==> src/sv/dwis_ram.sv <==
// ----------------------------------------------------------------------------
// dwis_ram
// Generic single-write, single-read RAM with registered read data.
// ----------------------------------------------------------------------------
module dwis_ram #(
  parameter int Width = 32,
  parameter int Depth = 128
) (
  input  logic                     clk_i,
  input  logic                     we_i,
  input  logic [$clog2(Depth)-1:0] waddr_i,
  input  logic [Width-1:0]         wdata_i,
  input  logic [$clog2(Depth)-1:0] raddr_i,
  output logic [Width-1:0]         rdata_o
);

  logic [Width-1:0] mem_q [Depth];
  logic [Width-1:0] rdata_q;

  always_ff @(posedge clk_i) begin
    if (we_i) begin
      mem_q[waddr_i] <= wdata_i;
    end
    rdata_q <= mem_q[raddr_i];
  end

  assign rdata_o = rdata_q;

endmodule

==> config.mk <==
export PLATFORM = sky130hd
export DESIGN_NAME = dwis_ram
export DESIGN_NICKNAME = d
export VERILOG_FILES = /design/src/sv/dwis_ram.sv
export SDC_FILE = /design/constraint.sdc
export NUM_CORES = 2
export LEC_CHECK = 0
export BUFFER_PORTS_ARGS = -buffer_cell sky130_fd_sc_hd__clkbuf_2
export CAP_MARGIN = 40
export CORE_MARGIN = 1.5
export CORE_UTILIZATION = 30
export DETAILED_ROUTE_END_ITERATION = 10
export HOLD_SLACK_MARGIN = 0.1
export PLACE_DENSITY_LB_ADDON = 0.2
export SETUP_SLACK_MARGIN = 0.1
export SKIP_CTS_REPAIR_TIMING = 1
export SKIP_LAST_GASP = 1
export SLEW_MARGIN = 20
export SYNTH_ARGS = -nofsm -noshare
export SYNTH_HDL_FRONTEND = slang
export SYNTH_SLANG_ARGS = --single-unit
==> constraint.sdc <==
create_clock -name clk_i -period 4.6 [get_ports clk_i]
set_input_delay 0.23 -clock clk_i [delete_from_list [all_inputs] [get_ports clk_i]]
set_output_delay 0.23 -clock clk_i [all_outputs]
set_load 0.01 [all_outputs]
Yosys cells after proc, flatten, opt, wreduce, memory -nomap -nowiden:

Memory sizes are Yosys's and may differ from the RTL's. A register that Yosys moved wholly into a read port is not among the register bits.
Cells that the tools add are included.

* flip-flop bits (word level): 0
* RAM bits: 4096
* input port bits: 48
* output and inout bits: 32
* word-level logic and storage cells: 3
* memories: 1

Memory list
* mem_q: depth 128, bits a word 32, rd ports 1, clocked after memory_dff 1, write ports 1, line 17 `logic [Width-1:0] mem_q [Depth];`

* multiplexer cells: 2

Operator list (count)
* two-way mux 1 bit: 2

Depth between registers and ports, before layout:

* word-level depth: 2
* gate-level depth with buffers: 8
* mapped depth without buffers: 4

Worst setup path before layout:

OpenSTA, ideal clock, no wires.

* path kind: input port to flip-flop
* from: in we_i
* to: mem mem_q[98][0] (enable)
* arrival: 3008 ps
* required time: 4139 ps
* setup slack: 1131 ps
* stages on the path: 3
* cell sequence: clkbuf_1 > nand4_1 > nor3_1

* longest elaborated chain between the ends: 2

Ends and longest elaborated chain
* start: declaration: line 10 `input logic we_i,`
* two-way mux 1 bit: line 21 `if (we_i) begin`
* two-way mux 1 bit (implied by the code): line 22 `mem_q[waddr_i] <= wdata_i;`
* end: declaration: line 17

Every way passes these cells.

==> run_results.csv <==
group,metric,value,unit
die,core,518000,um^2
cells_and_area,syn_to_final_growth,17.4,%
global_route,grt_first_pass_wirelength,650000,um
cts,cts_root_buf,"clkbuf_16",
pwr,power.internal,0.0624,W
die,initial_core_util,30.2,%
place,place_ws,0.794,ns
sta,setup_viol,0,
worst_setup_path,critPathRequiredTime,5.47,ns
worst_setup_path,critPathMaxFanout,1,
route,first_iter_violations,8711,
worst_setup_path,worstPathArrival,4.30,ns
route,drt_pass1_iterations,5,
route,vias,71300,
pwr,power-per-cell-area,437,nW/um^2
sta,hold_viol,0,
place,hpwl,280000,um
place,place_congestion,0.777,
sta,setup_slack,1.17,ns
global_route,track_usage,18.0,%
synth,synth_seq_cells,4128,
sta,worst_pin_slew,1.04,ns
sta,fin_crit,3.43,ns
min_path,holdPathStages,2,
synth,ys.flop_type,"edfxtp_1",
outcome,status,"completed",
pwr,combinationalPowerShare,5.6,%
pwr,sw_frac_of_total,22.2,%
synth,synthArstFlopShare,0,%
worst_setup_path,crit_path_start_kind,"register",
pwr,leakagePower,55.5,nW
synth,synthTopCellsByCount,"edfxtp_1, mux4_2, clkbuf_1",
cts,htree_levels,5,
route,drcViolationCount,0,
global_route,first_global_vias,73400,
cts,cts_tree,"built",
cts,cts.clk_slew.worst_paths,0.06,ns
synth,synthCells,5990,
worst_setup_path,endpoint_kind,"register",
die,fp.dieArea,525000,um^2
min_path,hold_class,"input port to register",
cells_and_area,fillers,47400,
cts,clock_sinks,4128,
die,ios,80,
cells_and_area,final_layout_size_suffix_gt1_share,36.7,%
worst_setup_path,worstReg2RegEnd,"rdata_o[28]",
sta,slew_headroom,30.4,%
die,die_y,725,um
sta,fin_crit_sh,74.5,%
pwr,switchingPower,0.0178,W
min_path,holdCritStartpoint,"wdata_i[27]",
synth,syn_nets,6038,
global_route,gr-total-overflow,0,
sta,tns,0,ns
pwr,ir_drop,0.000311,V
synth,synth_area_per_cell,26.1,um^2
cts,ctsLongestPathBuffers,4,
synth,synth_most_common_cell,"edfxtp_1",
die,rows,264,
worst_setup_path,r2r-start,"mem_q[39][28]",
route,ant_nets,0,
worst_setup_path,regToRegSetupSlack,1.17,ns
worst_setup_path,rr_worst_depth,6,
pwr,power.total,0.0801,W
synth,synth_cell_types,17,
die,die_x,725,um
synth,synth_edf_count,4096,
pwr,clockPowerShare,42.3,%
synth,synthesis.area,156000,um^2
sta,drv_slew,0,
synth,yosys.area.top_type,"edfxtp_1",
global_route,antenna_found_initial,75,
cells_and_area,fin_nets,6645,
sta,rsz0062_at_grt,"false",
synth,yosys_warnings,0,
pwr,seqPwrFrac,52.1,%
sta,fin_skew,0.0801,ns
synth,synth_top_cell_area_share,78.7,%
synth,ys_seq_area_share,79.1,%
place,io_buffers,79,
cts,clk_latency,1.03,ns
route,avgViaCountPerCell,5.13,
worst_setup_path,crit_type,"register to register",
route,route.detailed.wl_per_inst,34.7,um
cts,cts_made_buffers,426,
sta,fmax,0.292,GHz
route,drt-total-wl,482000,um
global_route,grt_max_degree,129,
synth,ys_top_cells_by_area,"edfxtp_1, mux4_2, clkbuf_1",
min_path,min_to,"mem_q[24][27]",
flow_run,drv_cap,0,
[per-stage QoR]
stage | utilization, % | instance area, um^2 | instances | hold slack, ns
3_3_place_gp | 32.6 | 169000 | 13000 | 0.576
5_1_grt | 35.4 | 183000 | 13900 | 0.108
2_1_floorplan | - | 156000 | 5990 | 0.329
3_5_place_dp | 32.7 | 169000 | 13000 | 0.588
6_report | 35.4 | 183000 | 13900 | 0.131
4_1_cts | 35.3 | 183000 | 13800 | -0.555
[per-layer routing]
layer | global-route usage [%] | up-vias | part of all wire, %
met1 | 25.1 | 40600 | 43
met5 | 0 | - | 0.020
met3 | 2.74 | 565 | 6.2
li1 | - | 27700 | -
met2 | 30.2 | 2397 | 49
met4 | 3.41 | 18 | 1.9
[worst max-delay path, cell delays in order (launching register included)]
cell and delay, ns:
edfxtp_1 0.37, mux4_2 0.49, mux4_2 0.61, mux4_2 0.48, dlygate4sd3_1 0.56, mux2_2 0.26
dlygate4sd3_1 0.55
[logic make-up after synthesis]
group	synth area share, %
buf+inv	0.839
flops	79.1
mux	19.6
simple gates	0.446
[cell type report]
type                            count  area [um^2]  area share [%]
Multi-Input combinational cell   1546        32300            17.6
Sequential cell                  4128       124000            67.4
Tap cell                         6916         8650            4.72
Clock buffer                      555        11300            6.18
Antenna cell                       29         72.6          0.0396
Clock inverter                    213         2120            1.15
Timing Repair Buffer              495         5360            2.92
[power by group through the flow]
| stage | logic [W] | registers (W) | clock network, W |
|---|---|---|---|
| after floorplan | 0.00200 | 0.0424 | 0 |
| after global placement | 0.00442 | 0.0426 | 0 |
| after detailed placement | 0.00454 | 0.0426 | 0 |
| after CTS | 0.00455 | 0.0418 | 0.0346 |
| after global routing | 0.00469 | 0.0417 | 0.0360 |
| final | 0.00449 | 0.0418 | 0.0339 |
[state kept, by name, summed over array words and instances, names as in the netlist]
register,cells
mem_q,4096
rdata_o,32
[worst max path at each step]
stage | from | endpoint | slack, ns | cells past startpoint
2_1_floorplan | we_i | mem_q[98][0] | 1.13 | 3
3_3_place_gp | waddr_i[3] | mem_q[14][15] | 0.59 | 5
3_5_place_dp | raddr_i[2] | rdata_o[12] | 0.79 | 8
4_1_cts | mem_q[50][18] | rdata_o[18] | 1.86 | 4
5_1_grt | mem_q[54][28] | rdata_o[28] | 1.08 | 6
6_report | mem_q[39][28] | rdata_o[28] | 1.17 | 6
[layout by cell type, fill, tap and decap left out, drive strengths merged]
cell	count
buf	414
bufinv	32
clkbuf	596
clkinv	162
clkinvlp	5
dfxtp	32
diode	29
dlygate4sd3	40
edfxtp	4096
inv	14
mux2	32
mux4	1344
nand2	14
nand2b	2
nand3	12
nand4	3
nor2	122
nor2b	7
nor3	9
or3	1
Note: power is estimated with default switching activity, not from simulation.
