[src/sv/dwis_pkg.sv]
// ----------------------------------------------------------------------------
// dwis_pkg
// Shared types, constants and helpers of the dual-wheel speed/steer block.
// ----------------------------------------------------------------------------
package dwis_pkg;

  localparam int TABLE_DEPTH_DEF = 128;

  localparam int POS_W    = 10;
  localparam int SPEED_W  = 16;
  localparam int IDX_W    = 7;
  localparam int GAIN_W   = 8;
  localparam int TICK_W   = 13;
  localparam int SEGT_W   = 8;
  localparam int DRIVE_W  = 14;
  localparam int OUT_W    = 16;
  localparam int STEER_W  = 12;
  localparam int ENTRY_W  = 2 * SPEED_W;
  localparam int CFG_IDX_W  = 2;
  localparam int CFG_DATA_W = 13;

  // steering bands and offsets
  localparam logic [10:0] BAND_1 = 11'd95;
  localparam logic [10:0] BAND_2 = 11'd190;
  localparam logic [10:0] BAND_3 = 11'd286;
  localparam logic [STEER_W-1:0] STEER_1 = 12'd500;
  localparam logic [STEER_W-1:0] STEER_2 = 12'd1000;
  localparam logic [STEER_W-1:0] STEER_3 = 12'd1500;

  // drive clamp limits and forced speeds
  localparam logic [DRIVE_W-1:0] DRIVE_MIN = 14'd2;
  localparam logic [DRIVE_W-1:0] DRIVE_MAX = 14'd14998;
  localparam logic [SPEED_W-1:0] HELD_LOW  = 16'd0;
  localparam logic [SPEED_W-1:0] HELD_HIGH = 16'd250;

  // configuration reset values
  localparam logic [GAIN_W-1:0] GAIN_RST      = 8'd8;
  localparam logic [TICK_W-1:0] RUN_TICKS_RST = 13'd5000;
  localparam logic [SEGT_W-1:0] SEG_TICKS_RST = 8'd50;

  typedef enum logic [CFG_IDX_W-1:0] {
    CFG_GAIN_LEFT     = 2'd0,
    CFG_GAIN_RIGHT    = 2'd1,
    CFG_RUN_TICKS     = 2'd2,
    CFG_SEGMENT_TICKS = 2'd3
  } cfg_idx_e;

  typedef enum logic {
    CMD_TICK = 1'b0,
    CMD_LOAD = 1'b1
  } cmd_e;

  typedef struct packed {
    cmd_e                      cmd;
    logic signed [POS_W-1:0]   line_position;
    logic                      left_speed_new;
    logic [SPEED_W-1:0]        left_speed;
    logic                      right_speed_new;
    logic [SPEED_W-1:0]        right_speed;
    logic [IDX_W-1:0]          entry_index;
    logic [SPEED_W-1:0]        entry_left;
    logic [SPEED_W-1:0]        entry_right;
  } in_item_t;

  typedef struct packed {
    logic [DRIVE_W-1:0] drive;
    logic [SPEED_W-1:0] held;
  } wheel_res_t;

  // Map a line position to a steering offset, mirrored for negative positions.
  function automatic logic signed [STEER_W-1:0] steer_for(
      input logic signed [POS_W-1:0] pos);
    logic [10:0]        mag_pos;
    logic [STEER_W-1:0] mag;
    mag_pos = pos[POS_W-1] ? (11'd0 - {1'b1, pos}) : {1'b0, pos};
    if (mag_pos == 11'd0 || mag_pos > BAND_3) begin
      mag = '0;
    end else if (mag_pos <= BAND_1) begin
      mag = STEER_1;
    end else if (mag_pos <= BAND_2) begin
      mag = STEER_2;
    end else begin
      mag = STEER_3;
    end
    return pos[POS_W-1] ? $signed(12'd0 - mag) : $signed(mag);
  endfunction

endpackage

[src/sv/dwis_wheel.sv]
// ----------------------------------------------------------------------------
// dwis_wheel
// Integral drive update of one wheel with clamp and held-speed override.
// ----------------------------------------------------------------------------
module dwis_wheel (
  input  logic [dwis_pkg::DRIVE_W-1:0] drive_i,
  input  logic [dwis_pkg::GAIN_W-1:0]  gain_i,
  input  logic [dwis_pkg::SPEED_W-1:0] target_i,
  input  logic [dwis_pkg::SPEED_W-1:0] held_i,
  output dwis_pkg::wheel_res_t         res_o
);

  logic signed [16:0] err;
  logic signed [25:0] prod;
  logic signed [26:0] sum;

  assign err  = $signed({1'b0, target_i}) - $signed({1'b0, held_i});
  assign prod = $signed({1'b0, gain_i}) * err;
  assign sum  = $signed({prod[25], prod}) + $signed({13'd0, drive_i});

  // clamp low forces the speed to zero, clamp high to the high mark
  always_comb begin
    if (sum < 27'sd2) begin
      res_o.drive = dwis_pkg::DRIVE_MIN;
      res_o.held  = dwis_pkg::HELD_LOW;
    end else if (sum > $signed({13'd0, dwis_pkg::DRIVE_MAX})) begin
      res_o.drive = dwis_pkg::DRIVE_MAX;
      res_o.held  = dwis_pkg::HELD_HIGH;
    end else begin
      res_o.drive = sum[dwis_pkg::DRIVE_W-1:0];
      res_o.held  = held_i;
    end
  end

endmodule

[config.mk]
export PLATFORM = sky130hd
export DESIGN_NAME = dwis_wheel
export DESIGN_NICKNAME = d
export VERILOG_FILES = /design/src/sv/dwis_pkg.sv /design/src/sv/dwis_wheel.sv
export SDC_FILE = /design/constraint.sdc
export NUM_CORES = 1
export LEC_CHECK = 0
export ABC_AREA = 1
export BUFFER_PORTS_ARGS = -buffer_cell sky130_fd_sc_hd__buf_2
export CAP_MARGIN = 25
export CORE_UTILIZATION = 50
export DETAILED_ROUTE_END_ITERATION = 8
export PLACE_DENSITY = 0.7
export SLEW_MARGIN = 20
export SYNTH_ARGS = -nofsm -noshare
export SYNTH_HDL_FRONTEND = slang
export SYNTH_SLANG_ARGS = --single-unit
[constraint.sdc]
create_clock -name vclk -period 13.1
set_input_delay 1.31 -clock vclk [all_inputs]
set_output_delay 1.31 -clock vclk [all_outputs]
set_load 0.01 [all_outputs]
* After elaboration in Yosys (flattened, before gate mapping)
Index checks and enable logic that the tools add are counted.
** Cells by class
- Order comparisons :: 2
- Add/sub/neg operators :: 2
- Multiplexer cells :: 2
- Multipliers :: 1
** Operators with widths (count)
- $mux 30 :: 2
- $add 26x15->27 :: 1
- $gt 27x15->1 const B :: 1
- $lt 27x3->1 const B :: 1
- $mul 9x17->26 :: 1
- $sub 16x16->17 :: 1
** Storage, ports and cells
- Input port bits :: 54
- Word-level logic and storage cells :: 7
- Output and inout port bits :: 30
- Bits in registers :: 0

* Longest topological paths before layout
- Depth in word-level cells :: 6
- Mapped depth :: 41
- Gate-level depth less buffers :: 41

* Worst setup path after synthesis
Ideal clock, no wire load.
- Kind :: input to output
- From :: input target_i[0] in the netlist's numbering
- To :: output res_o[12] in the netlist's numbering
- Arrival :: 7.635 ns
- Cell stages on the path :: 34
- Slack :: 4.155 ns
- Required time :: 11.790 ns
- Buffers on the path :: 1
- Path through :: inv_1 ha_1 fa_1 o21ai_0 a21oi_1 o21ai_2 a21boi_0 o21ai_1 nand2_1 nand2_1 inv_1 o21ai_2 nor2_1 fa_1 fa_1 inv_1 fa_1 fa_1 inv_1 ha_1 ha_1 nand2_1 nor2_1 inv_1 nor2_1 nand3_1 nand4_1 nand2_1 nor2_1 nand3_1 nor2_2 nand4_4 buf_12 nor2_4
** RTL lines
- start: declaration :: RTL line dwis_wheel.sv:8 : input logic [dwis_pkg::SPEED_W-1:0] target_i,
- end: declaration :: RTL line dwis_wheel.sv:10 : output dwis_pkg::wheel_res_t res_o

==> impl_metrics.json <==
{
  "status": "completed",
  "core_area_um2": 14500,
  "rsz0062_at_grt": "no",
  "final_cell_mix": "265 x inv_1, 243 x nand2_1, 124 x nor2_1",
  "hold_path_class": "in2out",
  "syn_to_final_growth_pct": 7.61,
  "crit_required_ps": 11790,
  "synthMuxAreaShare_pct": 0,
  "yosysSeqAreaShare_pct": 0,
  "vias": 6713,
  "start_kind": "primary input",
  "netlist_instances": 1080,
  "synthXorXnorAreaFrac_pct": 1.75,
  "die_width_um": 124,
  "hpwl_um": 16500,
  "hold_violations": 0,
  "grt_pass1_vias": 6530,
  "grt_max_degree": 18,
  "setup_viol": 0,
  "max_freq_mhz": 97.5,
  "syn_area_um2": 7440,
  "cts_hold_buf": 0,
  "dp_cells": 1336,
  "slowest_stage": "fa_1",
  "synth.yosys.warnings": 0,
  "cp_max_fo": 15,
  "drt_iter0_drc": 337,
  "synth_fa_ha_area_share_pct": 47.3,
  "layout.cells.non_filler": 1336,
  "antenna_found_initial": 0,
  "synth_cell_type_count": 39,
  "slew_headroom_pct": 51.2,
  "n_clock_buffer": 0,
  "postCtsSetupBuffers": 0,
  "dieHeight_um": 124,
  "final_common_cell": "inv_1",
  "fin_nets": 1417,
  "fillCellCount": 1456,
  "ant_nets": 0,
  "die_area_um2": 15400,
  "cts.repair.resized": 0,
  "hold_ws_ps": 2940,
  "wl_um": 18400,
  "grt_overflow_total": 0,
  "tightest_slew_ps": 726,
  "drv_slew": 0,
  "gr-usage-all-layers_pct": 25.2,
  "dr.pass1.iters": 5,
  "gp_congestion": 0.903,
  "critPathKind": "in2out",
  "critPathCaptureType": "output pin",
  "tns_ps": 0,
  "drt-wirelength-per-cell_um": 13.8,
  "synth_top_family_by_area": "adder cells",
  "io_pins": 84,
  "drc": 0,
  "synth_nets": 1343,
  "synth_simple_gate_area_share_pct": 30.0,
  "synth_compound_area_share_pct": 5.88,
  "cpPeakStageDelay_ps": 690,
  "placementRows": 44,
  "register_area_um2": 0,
  "drv_cap": 0,
  "grt_first_pass_wirelength_um": 30500,
  "fin_crit_sh_pct": 78.3,
  "start_util_pct": 51.2,
  "min_period_ps": 10260,
  "viasPerCell": 5.02,
  "port_buffers": 84,
  "diodes": 0,
  "drive_above_1_share_pct": 14.9,
  "cp.arrival_ps": 8950,
  "n_sequential_cell": 0,
  "syn_avg_cell_area_um2": 6.89
}
## cells in the mapped netlist (all sizes together), types with 2 or more instances
| library cell | instances | area [um2] |
|---|---|---|
| inv | 272 | 1020 |
| nand2 | 269 | 1080 |
| nor2 | 145 | 657 |
| fa | 121 | 2420 |
| ha | 88 | 1100 |
| nand3 | 50 | 265 |
| a21oi | 49 | 283 |
| or2 | 15 | 93.8 |
| o21ai | 11 | 66.3 |
| xor2 | 9 | 86.3 |
| clkbuf | 8 | 30.0 |
| nand4 | 7 | 58.8 |
| nand3b | 6 | 45.0 |
| nor3 | 5 | 30.0 |
| xnor2 | 5 | 43.8 |
| buf | 4 | 53.8 |
| o21bai | 4 | 30.0 |
| clkinv | 3 | 11.3 |
| a21o | 2 | 15.0 |
| a31oi | 2 | 12.5 |
## layout make-up
class                      instances  area [um2]  share of cell area, %
tap                              184         230                   2.87
multi-input combinational        793        6330                   79.0
inverter                         275        1030                   12.9
timing repair buffer              84         420                   5.25
## path summary, 6_finish.rpt
check / startpoint / endpoint / cells after the start
worst max-delay path: target_i[0] / res_o[8] / 35
worst min-delay path: held_i[9] / res_o[9] / 4
## critical path, delay by kind of cell
family / cells / cell delay (ps)
fa+ha+maj: 8 / 3660
compound gates: 6 / 1300
simple gates: 14 / 2110
buf+inv: 7 / 530
## metrics by stage
step | setup slack (ps) | cell area (um2) | utilization (%)
after CTS | 2790 | 8010 | 55.1
after global placement | 2930 | 8010 | 55.1
after detailed placement | 2820 | 8010 | 55.1
after global routing | 2130 | 8010 | 55.1
final | 2840 | 8010 | 55.1
after floorplan | 4160 | 7440 | -
## layer usage
metal  GRT usage (%)  share of wire [%]  up-vias  wire [um]
met5               0                  0        -          0
met1            34.6                 45     3159       8220
li1                -                  -     3357          -
met3            1.14                4.3       20        796
met4            3.27                1.3        0        235
met2            45.1                 50      177       9160
## cells by family after synthesis
| group | after synthesis |
|---|---|
| AND/OR/NAND/NOR | 498 |
| buffers and inverters | 287 |
| adder cells (fa/ha/maj) | 209 |
| AO/OA/AOI/OAI | 72 |
| XOR/XNOR | 14 |
Power is left out: the tool's default activity adds up to more than one toggle a clock period on the data nets, which glitch-free logic cannot reach.
